File: src/brc_pkg.sv
package brc_pkg;

	// largest block the buffer holds
	localparam int unsigned BLOCK_MAX = 64;
	localparam int unsigned BUF_W     = BLOCK_MAX;
	localparam int unsigned IDX_W     = $clog2(BLOCK_MAX);
	localparam int unsigned CNT_W     = $clog2(BLOCK_MAX + 1);

	// configuration port
	localparam int unsigned CFG_ADDR_W = 2;
	localparam int unsigned CFG_DATA_W = 7;

	localparam logic [CFG_ADDR_W-1:0] REG_BLOCK_BITS  = CFG_ADDR_W'(0);
	localparam logic [CFG_ADDR_W-1:0] REG_DECODE_MODE = CFG_ADDR_W'(1);

	localparam logic [CFG_DATA_W-1:0] BLOCK_BITS_RST = CFG_DATA_W'(4);

	// effective block size: zero counts as one, large values saturate
	function automatic logic [CNT_W-1:0] blk_size(input logic [CFG_DATA_W-1:0] bits);
		logic [CNT_W-1:0] res;
		if (bits == '0) begin
			res = CNT_W'(1);
		end else if (32'(bits) > BLOCK_MAX) begin
			res = CNT_W'(BLOCK_MAX);
		end else begin
			res = CNT_W'(bits);
		end
		return res;
	endfunction

endpackage

File: src/bit_block_rotate_codec_top.sv
// Byte stream block rotator. Each accepted word on the slave side is taken
// apart one bit per cycle, MSB first, into a block buffer; when the block
// reaches the configured size (or the word marked tlast ends) the block is
// read back one bit per cycle, unless a full output register stalls it,
// through a single bit select, rotated right by one in encode mode and left
// by one in decode mode, and the bits are packed into bytes on the master
// side. A new word is not accepted until the last one is shifted in and any
// block it closed is flushed. The block size and mode are written through
// cfg_we/cfg_addr/cfg_wdata (index 0 block size, index 1 decode mode); the
// user must write them only while the block is idle; the block does not enforce it.
module bit_block_rotate_codec_top
	import brc_pkg::*;
(
	input  logic                  clk,
	input  logic                  arst_n,
	// configuration
	input  logic                  cfg_we,
	input  logic [CFG_ADDR_W-1:0] cfg_addr,
	input  logic [CFG_DATA_W-1:0] cfg_wdata,
	// slave side
	input  logic                  s_tvalid,
	output logic                  s_tready,
	input  logic [7:0]            s_tdata,  // [7:0] in_byte
	input  logic                  s_tlast,  // in_last
	// master side
	output logic                  m_tvalid,
	input  logic                  m_tready,
	output logic [7:0]            m_tdata,  // [7:0] out_byte
	output logic                  m_tlast   // out_last
);

	typedef enum logic [1:0] {ST_IDLE, ST_SHIFT, ST_EMIT} state_t;

	state_t            state_q;
	logic [CFG_DATA_W-1:0] block_bits_q;
	logic              decode_q;
	logic [7:0]        byte_q;
	logic              last_q;
	logic [3:0]        rem_q;
	logic [BUF_W-1:0]  buf_q;
	logic [CNT_W-1:0]  fill_q;
	logic [CNT_W-1:0]  blk_n_q;
	logic [CNT_W-1:0]  k_q;
	logic [7:0]        asm_q;
	logic [2:0]        out_fill_q;
	logic              m_tvalid_q;
	logic [7:0]        m_tdata_q;
	logic              m_tlast_q;

	logic [CNT_W-1:0]  size;
	logic [CNT_W-1:0]  fill_inc;
	logic              flush_now;
	logic [CNT_W-1:0]  pos;
	logic [CNT_W-1:0]  n_m1;
	logic [IDX_W-1:0]  src;
	logic              emit_bit;
	logic              byte_full;
	logic              can_push;
	logic              stall;
	logic              final_emit;
	logic              push_last;
	logic              word_out;

	// shift side
	assign size      = blk_size(block_bits_q);
	assign fill_inc  = fill_q + CNT_W'(1);
	assign flush_now = (fill_inc >= size) || (last_q && (rem_q == 4'd1));

	// rotated bit select: the one shared unit of the flush
	assign pos  = k_q - CNT_W'(1);
	assign n_m1 = blk_n_q - CNT_W'(1);
	always_comb begin
		if (decode_q) begin
			src = (pos == '0) ? n_m1[IDX_W-1:0] : pos[IDX_W-1:0] - IDX_W'(1);
		end else begin
			src = (pos == n_m1) ? '0 : pos[IDX_W-1:0] + IDX_W'(1);
		end
	end
	assign emit_bit = buf_q[src];

	// output handoff
	assign byte_full  = (out_fill_q == 3'd7);
	assign can_push   = !m_tvalid_q || m_tready;
	assign stall      = byte_full && !can_push;
	assign final_emit = (k_q == CNT_W'(1));
	assign push_last  = last_q && (rem_q == 4'd0) && final_emit;
	// a completed byte loads the output register this cycle
	assign word_out   = (state_q == ST_EMIT) && byte_full && !stall;

	assign s_tready = (state_q == ST_IDLE);
	assign m_tvalid = m_tvalid_q;
	assign m_tdata  = m_tdata_q;
	assign m_tlast  = m_tlast_q;

	// sequencer, datapath and output register
	always_ff @(posedge clk or negedge arst_n) begin
		if (!arst_n) begin
			state_q      <= ST_IDLE;
			block_bits_q <= BLOCK_BITS_RST;
			decode_q     <= 1'b0;
			byte_q       <= '0;
			last_q       <= 1'b0;
			rem_q        <= '0;
			buf_q        <= '0;
			fill_q       <= '0;
			blk_n_q      <= '0;
			k_q          <= '0;
			asm_q        <= '0;
			out_fill_q   <= '0;
			m_tvalid_q   <= 1'b0;
			m_tdata_q    <= '0;
			m_tlast_q    <= 1'b0;
		end else begin
			// configuration writes
			if (cfg_we) begin
				if (cfg_addr == REG_BLOCK_BITS) begin
					block_bits_q <= cfg_wdata;
				end else if (cfg_addr == REG_DECODE_MODE) begin
					decode_q <= cfg_wdata[0];
				end
			end

			// master side drains
			if (m_tvalid_q && m_tready && !word_out) begin
				m_tvalid_q <= 1'b0;
			end

			unique case (state_q)
				ST_IDLE: begin
					if (s_tvalid) begin
						byte_q  <= s_tdata;
						last_q  <= s_tlast;
						rem_q   <= 4'd8;
						state_q <= ST_SHIFT;
					end
				end
				ST_SHIFT: begin
					buf_q  <= {buf_q[BUF_W-2:0], byte_q[7]};
					byte_q <= {byte_q[6:0], 1'b0};
					rem_q  <= rem_q - 4'd1;
					fill_q <= fill_inc;
					if (flush_now) begin
						blk_n_q <= fill_inc;
						k_q     <= fill_inc;
						state_q <= ST_EMIT;
					end else if (rem_q == 4'd1) begin
						state_q <= ST_IDLE;
					end
				end
				ST_EMIT: begin
					if (!stall) begin
						asm_q      <= {asm_q[6:0], emit_bit};
						out_fill_q <= out_fill_q + 3'd1;
						k_q        <= k_q - CNT_W'(1);
						if (byte_full) begin
							m_tvalid_q <= 1'b1;
							m_tdata_q  <= {asm_q[6:0], emit_bit};
							m_tlast_q  <= push_last;
						end
						if (final_emit) begin
							buf_q   <= '0;
							fill_q  <= '0;
							state_q <= (rem_q == 4'd0) ? ST_IDLE : ST_SHIFT;
						end
					end
				end
				default: state_q <= ST_IDLE;
			endcase
		end
	end

`ifndef SYNTHESIS
	// block never holds more bits than the buffer
	a_fill_range: assert property (@(posedge clk) disable iff (!arst_n)
		32'(fill_q) <= BLOCK_MAX)
		else $error("block fill beyond buffer");

	// flush counter stays inside the block being flushed
	a_emit_range: assert property (@(posedge clk) disable iff (!arst_n)
		(state_q == ST_EMIT) |-> (k_q != '0) && (k_q <= blk_n_q))
		else $error("flush index out of block");

	// the final word of a message leaves nothing behind
	a_last_clean: assert property (@(posedge clk) disable iff (!arst_n)
		(state_q == ST_EMIT) && !stall && byte_full && push_last
		|=> (out_fill_q == '0) && (fill_q == '0) && (state_q == ST_IDLE))
		else $error("state left over after last word");

	// an accepted word starts a full eight bit shift
	a_accept_start: assert property (@(posedge clk) disable iff (!arst_n)
		s_tvalid && s_tready |=> (state_q == ST_SHIFT) && (rem_q == 4'd8))
		else $error("accept did not start shift");
`endif

endmodule

File: config.mk
export PLATFORM = sky130hd
export DESIGN_NAME = bit_block_rotate_codec_top
export DESIGN_NICKNAME = d
export VERILOG_FILES = /design/src/brc_pkg.sv /design/src/bit_block_rotate_codec_top.sv
export SDC_FILE = /design/constraint.sdc
export NUM_CORES = 1
export LEC_CHECK = 0
export BUFFER_PORTS_ARGS = -buffer_cell sky130_fd_sc_hd__buf_2
export CAP_MARGIN = 0
export CORE_ASPECT_RATIO = 0.7
export CORE_MARGIN = 5
export CORE_UTILIZATION = 45
export CTS_BUF_LIST = sky130_fd_sc_hd__clkbuf_4
export CTS_CLUSTER_SIZE = 25
export DETAILED_ROUTE_END_ITERATION = 8
export MAX_ROUTING_LAYER = met4
export PLACE_DENSITY = 0.66
export RECOVER_POWER = 50
export SYNTH_ARGS = -nofsm -noshare
export SYNTH_HDL_FRONTEND = slang
export SYNTH_SLANG_ARGS = --single-unit
File: constraint.sdc
create_clock -name clk -period 11.7 [get_ports clk]
set_clock_uncertainty 0.15 [all_clocks]
set_input_delay 1.755 -clock clk [delete_from_list [all_inputs] [get_ports clk]]
set_output_delay 1.755 -clock clk [all_outputs]
set_load 0.02 [all_outputs]
======== Yosys cells after proc, flatten, opt, wreduce, memory -nomap -nowiden ========
Cells that the tools add are included.
word-level totals
  register bits ........................... 128
  logic and storage cells ................. 101
cells by class
  reductions and logical operators ........ 31
  multiplexer cells ....................... 31
  equality and inequality tests ........... 12
  add/subtract/negate cells ............... 7
  $lt $le $gt $ge ......................... 3
  bitwise gates (word level) .............. 2
operator list
  kind                                                                           count
  64-bit two-way mux                                                             2
  64-bit one-hot mux with 2 select lines                                         1
  7-bit two-way mux                                                              6
  7-bit one-hot mux with 2 select lines                                          2
  6-bit two-way mux                                                              3
  8-bit one-hot mux with 2 select lines                                          1
  7-bit zero test                                                                2
  7-bit by 1-bit subtractor with 7-bit output (second input constant)            2
  3-bit AND reduction                                                            4
  2-bit two-way mux                                                              5
  2-bit AND reduction                                                            5
  1-bit logical AND                                                              8
  8-bit two-way mux                                                              1
  2-bit != test (second input constant)                                          4
  4-bit one-hot mux with 2 select lines                                          1
  7-bit by 1-bit adder with 7-bit output (second input constant)                 1
  7-bit by 1-bit equality test with 1-bit output (second input constant)         1
  7-bit equality test                                                            1
  7-bit >= comparator                                                            1
  7-bit > comparator (second input constant)                                     1
  6-bit by 7-bit less-than comparator with 1-bit output (second input constant)  1
  6-bit by 1-bit adder with 6-bit output (second input constant)                 1
  1-bit binary-select mux with 6-bit select                                      1
  1-bit two-way mux                                                              6
  other kinds (17)                                                               25

======== Logic depth before layout (Yosys ltp) ========
Gate-level depths: netlist of the first run.
  depth in word-level cells ............... 12
  mapped depth ............................ 18
  gate-level depth less buffers ........... 15

======== Worst setup path after synthesis of the first run ========
Ideal clock, no wire load.
  kind .................................... register to register
  from .................................... reg k_q[0]
  to ...................................... reg m_tdata_q[0] (netlist: m_tdata[0])
  library setup time ...................... 0.141 ns
  cell stages (with the launch flop) ...... 18
  buffers on the path ..................... 4
  arrival ................................. 3.490 ns
  setup slack ............................. 7.919 ns
  clock period less this slack ............ 3.781 ns
  data required time ...................... 11.409 ns
  cell sequence ........................... dfrtp_1 -> inv_1 -> ha_1 -> buf_2 -> nor3b_1 -> xnor2_2 -> o2111ai_1 -> nor2_2 -> a31oi_2 -> or2_1 -> buf_6 -> buf_6 -> buf_6 -> a211o_1 -> a32oi_1 -> o2111ai_1 -> o211ai_1 -> o211ai_1
on the way
  word-level cells in the longest chain between the ends .. 6
ends and longest elaborated chain
  what                                                                  RTL line                                                            RTL
  start: declaration                                                    bit_block_rotate_codec_top.sv:43                                    logic [CNT_W-1:0] k_q;
  start signal: assignment                                              bit_block_rotate_codec_top.sv:144                                   k_q <= fill_inc;
  start signal: assignment                                              bit_block_rotate_codec_top.sv:154                                   k_q <= k_q - CNT_W'(1);
  7-bit by 1-bit subtractor with 7-bit output (*)                       bit_block_rotate_codec_top.sv:70                                    assign pos = k_q - CNT_W'(1);
  6-bit by 1-bit adder with 6-bit output, or another cell as far along  bit_block_rotate_codec_top.sv:76                                    src = (pos == n_m1) ? '0 : pos[IDX_W-1:0] + IDX_W'(1);
  6-bit two-way mux (on tied branches)                                  bit_block_rotate_codec_top.sv:76, bit_block_rotate_codec_top.sv:74
  6-bit two-way mux (*)                                                 bit_block_rotate_codec_top.sv:73                                    if (decode_q) begin
  1-bit binary-select mux with 6-bit select (*)                         bit_block_rotate_codec_top.sv:79                                    assign emit_bit = buf_q[src];
  1-bit two-way mux (implied by the code) (*)                           bit_block_rotate_codec_top.sv:79
  end signal: assignment                                                bit_block_rotate_codec_top.sv:157                                   m_tdata_q <= {asm_q[6:0], emit_bit};
  end: declaration                                                      bit_block_rotate_codec_top.sv:47                                    logic [7:0] m_tdata_q;
Mark *: on every way between the ends. The rest lies on a longest branch, timed or not. The select of a mux whose other input is x is not followed.
A chain may end at the register's enable or synchronous reset.

======== Worst setup path after layout of the first run ========
  from .................................... reg state_q[0]
  to ...................................... reg fill_q[2]
on the way
  word-level cells in the longest chain between the ends .. 3
ends and longest elaborated chain
  what                                                                                          RTL line                           RTL
  start: declaration                                                                            bit_block_rotate_codec_top.sv:34   state_t state_q;
  start signal: assignment                                                                      bit_block_rotate_codec_top.sv:163  state_q <= (rem_q == 4'd0) ? ST_IDLE : ST_SHIFT;
  2-bit equality test / 2-bit by 1-bit equality test with 1-bit output (equally long branches)  bit_block_rotate_codec_top.sv:128  unique case (state_q)
  2-bit != test (no source line) / 2-bit nonzero test (equally long branches)                   --
  3-bit AND reduction (no source line)                                                          --
  end signal: assignment                                                                        bit_block_rotate_codec_top.sv:141  fill_q <= fill_inc;
  end: declaration                                                                              bit_block_rotate_codec_top.sv:41   logic [CNT_W-1:0] fill_q;
Parallel ways exist; a longest one is shown, timed or not.

==> flow_summary.toml, run 1 <==
[worst_setup_path]
timing.critical_path.depth = 6
worstPathArrival_ps = 6100
critPathTopFamily = "buffers and inverters"
critical_path.max_fanout = 76
cpMaxStageDelayCell = "clkbuf_1"
worstPathBufferInverterCount = 2
timing.critical_path.cells = "nand2b_2, clkbuf_1, a21oi_1, a21oi_4, buf_4, o21ai_0"
r2r.worst_path.cells = 6
startpoint_type = "flop"
timing.setup.critical_path_class = "reg -> reg"
worst_setup_path_end_kind = "flop"
critPathRequiredTime_ps = 11940
critical_path.max_stage_delay_ps = 2410

[synth]
ys_top_cells_by_area = "dfrtp_1, nand2_1, nand3_1, mux2_2, ha_1"
ys_types = 63
synth-edff-count = 0
synth_top_area_frac = 0.449
ys_ff_latch = 128
async_flop_share = 1.00
synth_nets = 823
yosys_most_used_dff = "dfrtp_1"
synth_top_cell_by_area = "dfrtp_1"
syn_area_um2 = 7070
synthesis.instances = 783
synth.avg_cell_area_um2 = 9.03
yosys_warnings = 0
synth-seq-area-share = 0.453

[sta]
max_slew_margin = -1.30
min_clock_period_post_route_ps = 5860
tightestPinTransition_ps = 3450
fmax_mhz = 171
final_hold_viol_count = 0
finish_stage_setup_viols = 0
tns_ps = 0
timing_max_transition_violations_final = 129
final.period_utilization = 0.501
grt_setup_unrepaired = "no"

[global_route]
grt_max_degree = 79
via_count_of_the_first_global_routing_pass = 5317
gr-max-usage-layer = "met1"
overflow = 0
grt_pass1_wl_um = 28400
antenna_found_initial = 0
grtUsageMet1 = 0.318
grt_use_met2 = 0.240
global_route.usage.met3 = 0.0459
globalRouteTotalUtil = 0.196

[finish]
finalInstanceArea_um2 = 7650
most-common-layout-cells = "nand2_1, dfrtp_1, nand3_1, o21ai_0, buf_2"
layout-drive-gt1-share = 0.139
n_antenna_cell = 0
final_net_count = 839
area_delta_synth_final_pct = 8.10
fin_util = 0.495
layout_commonest_cell = "nand2_1"

[pwr]
leakage_nw = 3.61
switching_share = 0.465
switching_power_mw = 1.05
share_clk_of_total_power = 0.139
ir_drop_mv = 0.125
pwr_density_cell_nw_per_um2 = 294
seq_power_share = 0.349
intPower_mw = 1.21
combinationalPowerShare = 0.513

[floorplan]
floorplan.initialDensity = 0.458
rows = 38
num_io_pins = 34
die_w_um = 160
design.core.area_um2 = 15500
die_span_in_y_um = 115
fp.dieArea_um2 = 18400

[placement]
placement.io_buffers = 33
gp_congestion = 0.923
dpl-instance-area_um2 = 7370
dpl.hpwl_um = 11300

[drt]
vias = 5688
routedWlPerCell_um = 16.4
avgViaCountPerCell = 5.62
postRouteAntennaNets = 0
residual_drc_count = 0
initial_drt_pass_iterations = 6
dr.first_iter.drc_count = 556
totalWireLength_um = 16600

[cts]
cts-resized-gates = 0
clockRootBuffer = "clkbuf_4"
cts.path.max_buffers = 2
clock_sinks = 128
cts_hold_repair.buffers = 0
cts_tree = "yes"
insertion_delay_to_the_later_sink_of_the_worst_skew_pair_ps = 520
cts_made_buffers = 17
cts.reportedPaths.clkPinSlew_ps = 110
cts.repair_timing.setup_buffer_count = 0
ctsHtreeMaxLevel = 4

[run_status]
run_status = "finished with violations"
violations = "capacitance limit, slew limit"

[worst_hold_path]
worst_hold_path_type = "reg -> reg"
whs_path_depth = 1

[run]
timing.max_cap.violations = 2
[path summary, 6_finish.rpt]
path,from,to,slack (ps)
setup / recovery,state_q[0]$_DFFE_PN0P_,fill_q[2]$_DFFE_PN0P_,5840
hold / removal,out_fill_q[0]$_DFFE_PN0P_,out_fill_q[0]$_DFFE_PN0P_,330
setup reg to reg,state_q[0]$_DFFE_PN0P_,fill_q[2]$_DFFE_PN0P_,5840
hold reg to reg,out_fill_q[0]$_DFFE_PN0P_,out_fill_q[0]$_DFFE_PN0P_,330
max in group asynchronous,arst_n,buf_q[49]$_DFFE_PN0P_,7300
min in group asynchronous,arst_n,m_tlast$_DFFE_PN0P_,1940
[Yosys cell counts (all sizes together), types with 5 or more instances]
master    n
o211ai    7
o21ai    42
nor2b    19
ha       17
xor2      8
nor3b     5
dfrtp   127
xnor2    16
buf       9
inv       9
a21oi    21
a22oi    13
clkbuf   35
mux2     27
nand4     6
nor2     21
mux2i    19
nand2   208
or3       6
nand2b    8
a31oi     8
nor3     10
nand3    81
[worst register-to-register path: cells and delay by family (launching register included)]
family | cells | cell delay (ps)
flops | 1 | 700
simple gates | 1 | 220
buf+inv | 2 | 2920
compound gates | 3 | 1740
[logic make-up (layout without fill, tap and decap cells)]
| logic type | after synthesis | after routing | share of synthesized area |
|---|---|---|---|
| buffers and inverters | 53 | 82 | 0.0333 |
| AO/OA/AOI/OAI | 129 | 129 | 0.123 |
| AND/OR/NAND/NOR | 382 | 382 | 0.247 |
| flip-flops | 128 | 128 | 0.453 |
| multiplexers | 50 | 50 | 0.0826 |
| adder cells (fa/ha/maj) | 17 | 17 | 0.0301 |
| XOR/XNOR | 24 | 24 | 0.0308 |
[flip-flops by register name, indices dropped and copies added, names as in the netlist, 7 cells and up]
register / count
fill_q: 7
asm_q: 7
block_bits_q: 7
buf_q: 64
byte_q: 8
blk_n_q: 7
m_tdata: 8
k_q: 7
[stage by stage]
step / setup slack [ps] / instances / total power, mW / hold slack [ps]
6_report: 5840 / 1012 / 2.25 / 330
4_1_cts: 7140 / 1012 / 2.25 / 338
3_5_place_dp: 7180 / 980 / 1.93 / 317
3_3_place_gp: 7270 / 980 / 1.92 / 303
2_1_floorplan: 7920 / 783 / 1.65 / 284
5_1_grt: 5330 / 1012 / 2.44 / 380
[power groups by stage]
stage               registers [mW]  logic (mW)  clock network, mW
floorplan                    0.725       0.929                  0
global placement             0.796        1.12                  0
detailed placement           0.790        1.14                  0
CTS                          0.783        1.15              0.322
global route                 0.813        1.29              0.345
finish                       0.785        1.15              0.312
[cell type report]
type	instances	area [um^2]
fillers	1431	7810
repair buffers	41	215
clock buffers	19	143
flip-flops and latches	128	3200
clock inverters	13	145
well taps	200	250
inverters	9	33.8
multi-input cells	602	3650
[per-layer routing]
metal,vias up,share of wire
met5,-,0
met4,0,0.0038
met3,6,0.061
met2,181,0.39
met1,2719,0.54
li1,2782,-
(Power assumes the default switching activity.)
==> inputs of run 2 (changes only) <==
==> constraint.sdc (replaced) <==
create_clock -name clk -period 6 [get_ports clk]
set_clock_uncertainty 0.15 [all_clocks]
set_input_delay 0.9 -clock clk [delete_from_list [all_inputs] [get_ports clk]]
set_output_delay 0.9 -clock clk [all_outputs]
set_load 0.02 [all_outputs]
==> run 2 against run 1 <==
The run still ends with capacitance limit, slew limit left. Final cell count fell by 0.20%. Hold slack improved by 2.6 ps. Fmax rose by 12%. Cell area rose by 0.11%. Routed wire length rose by 2.4%. Sequential power rose by 96%. Via count fell by 0.14%. Register-to-register slack got worse by 5100 ps. Worst setup slack got worse by 5100 ps. Combinational power rose by 99%. Critical path type unchanged.
==> flow_summary.toml, run 2 (synthesized netlist as in run 1, its figures left out) <==
[floorplan]
fp.dieArea_um2 = 18400
die_span_in_y_um = 115
rows = 38
floorplan.initialDensity = 0.458
num_io_pins = 34
design.core.area_um2 = 15500
die_w_um = 160

[finish]
n_antenna_cell = 0
most-common-layout-cells = "nand2_1, dfrtp_1, nand3_1, o21ai_0, buf_2"
area_delta_synth_final_pct = 8.23
largest_register_ffs = 64
layout_commonest_cell = "nand2_1"
final_net_count = 839
top_register = "buf_q"
layout-drive-gt1-share = 0.138
fill_cells = 1471

[sta]
post-route-worst-setup-slack_ps = 789
timing_max_transition_violations_final = 71
min_clock_period_post_route_ps = 5210
grt_setup_unrepaired = "no"
tns_ps = 0
fmax_mhz = 192
finish_stage_setup_viols = 0
max_slew_margin = -1.53
final.period_utilization = 0.869
tightestPinTransition_ps = 3800
final_hold_viol_count = 0
holdWs_ps = 333

[placement]
dpl_worst_slack_ps = 834
dpl.hpwl_um = 11600
gp_congestion = 0.920
placement.io_buffers = 33

[drt]
vias = 5680
totalWireLength_um = 17000
initial_drt_pass_iterations = 5
residual_drc_count = 0
avgViaCountPerCell = 5.62
routedWlPerCell_um = 16.8
dr.first_iter.drc_count = 562
postRouteAntennaNets = 0

[worst_hold_path]
worst_hold_path_type = "reg -> reg"

[worst_setup_path]
end_of_the_worst_register_to_register_path = "m_tdata[0]$_DFFE_PN0P_"
r2r_slack_ps = 790
worst_setup_path_end_kind = "flop"
worst_r2r_startpoint = "k_q[0]$_DFFE_PN0P_"
launch_point_of_the_worst_path = "k_q[0]$_DFFE_PN0P_"
r2r.worst_path.cells = 13
startpoint_type = "flop"
timing.setup.critical_path_class = "reg -> reg"
worstPathArrival_ps = 5460
worstSetupEndpoint = "m_tdata[0]$_DFFE_PN0P_"
critPathRequiredTime_ps = 6250
critical_path.max_fanout = 16

[cts]
cts.reportedPaths.clkPinSlew_ps = 100
clock_sinks = 128
cts_tree = "yes"
cts.repair_timing.setup_buffer_count = 0
cts.path.max_buffers = 2
clockRootBuffer = "clkbuf_4"
cts_hold_repair.buffers = 0
insertion_delay_to_the_later_sink_of_the_worst_skew_pair_ps = 550
ctsHtreeMaxLevel = 4
cts-resized-gates = 0
cts_made_buffers = 17

[pwr]
pwr_density_cell_nw_per_um2 = 583
leakage_nw = 3.63
post-layout-total-power_mw = 4.46
ir_drop_mv = 0.235

[run_status]
run_status = "finished with violations"
violations = "capacitance limit, slew limit"

[global_route]
grt_pass1_wl_um = 28300
via_count_of_the_first_global_routing_pass = 5228
grt_max_degree = 76
overflow = 0
globalRouteTotalUtil = 0.198
antenna_found_initial = 0

[run]
timing.max_cap.violations = 1
## run 2: changes by cell type in the layout (fill, tap and decap cells not counted), sizes merged
cell and change:
clkinvlp -4, buf +1, bufinv +1
## run 2: worst min-delay path by stage
stage                              start                         to  slack (ps)  depth (start not counted)
6_report            asm_q[6]$_DFFE_PN0P_       asm_q[6]$_DFFE_PN0P_         330                          2
5_1_grt        out_fill_q[0]$_DFFE_PN0P_  out_fill_q[0]$_DFFE_PN0P_         370                          1
4_1_cts                           arst_n      fill_q[3]$_DFFE_PN0P_         190                          1
3_5_place_dp        asm_q[6]$_DFFE_PN0P_       asm_q[6]$_DFFE_PN0P_         310                          2
3_3_place_gp         m_tlast$_DFFE_PN0P_        m_tlast$_DFFE_PN0P_         310                          2
2_1_floorplan      buf_q[63]$_DFFE_PN0P_      buf_q[63]$_DFFE_PN0P_         280                          2
## run 2: layout make-up
cell class                      count  area, um^2  area share
Sequential cell                   128        3200       0.419
Timing Repair Buffer               41         218      0.0284
Clock inverter                     10         144      0.0188
Inverter                            9        33.8     0.00441
Tap cell                          200         250      0.0327
Multi-Input combinational cell    602        3650       0.477
Clock buffer                       20         150      0.0196
## run 2: through the flow
| stage | util | instances | cell area [um^2] |
|---|---|---|---|
| 2_1_floorplan | - | 783 | 7070 |
| 3_3_place_gp | 0.477 | 980 | 7370 |
| 3_5_place_dp | 0.477 | 980 | 7370 |
| 4_1_cts | 0.496 | 1010 | 7670 |
| 5_1_grt | 0.495 | 1010 | 7650 |
| 6_report | 0.495 | 1010 | 7650 |
## run 2: worst max-delay path, stage by stage (launching register included)
cell	delay (ps)
dfrtp_1	720
inv_1	240
ha_1	380
nor3b_1	210
xnor2_2	380
o2111a_1	320
a31oi_4	100
a31oi_2	410
or2_1	750
buf_4	340
mux2i_1	220
a221oi_1	110
o41ai_1	580
o211ai_1	170
## run 2: power by group
group	total, mW	leakage (nW)	switching (mW)	internal (mW)
logic	2.29	1.76	1.40	0.883
clock network	0.642	0.160	0.310	0.333
registers	1.54	1.70	0.354	1.18
total	4.46	3.63	2.07	2.40
## run 2: metal layers
metal,share of wire,routed length [um],GRT usage
met1,0.53,8960,0.312
met2,0.39,6550,0.246
met3,0.071,1210,0.0441
met4,0.014,233,0.0556
met5,0,0,-
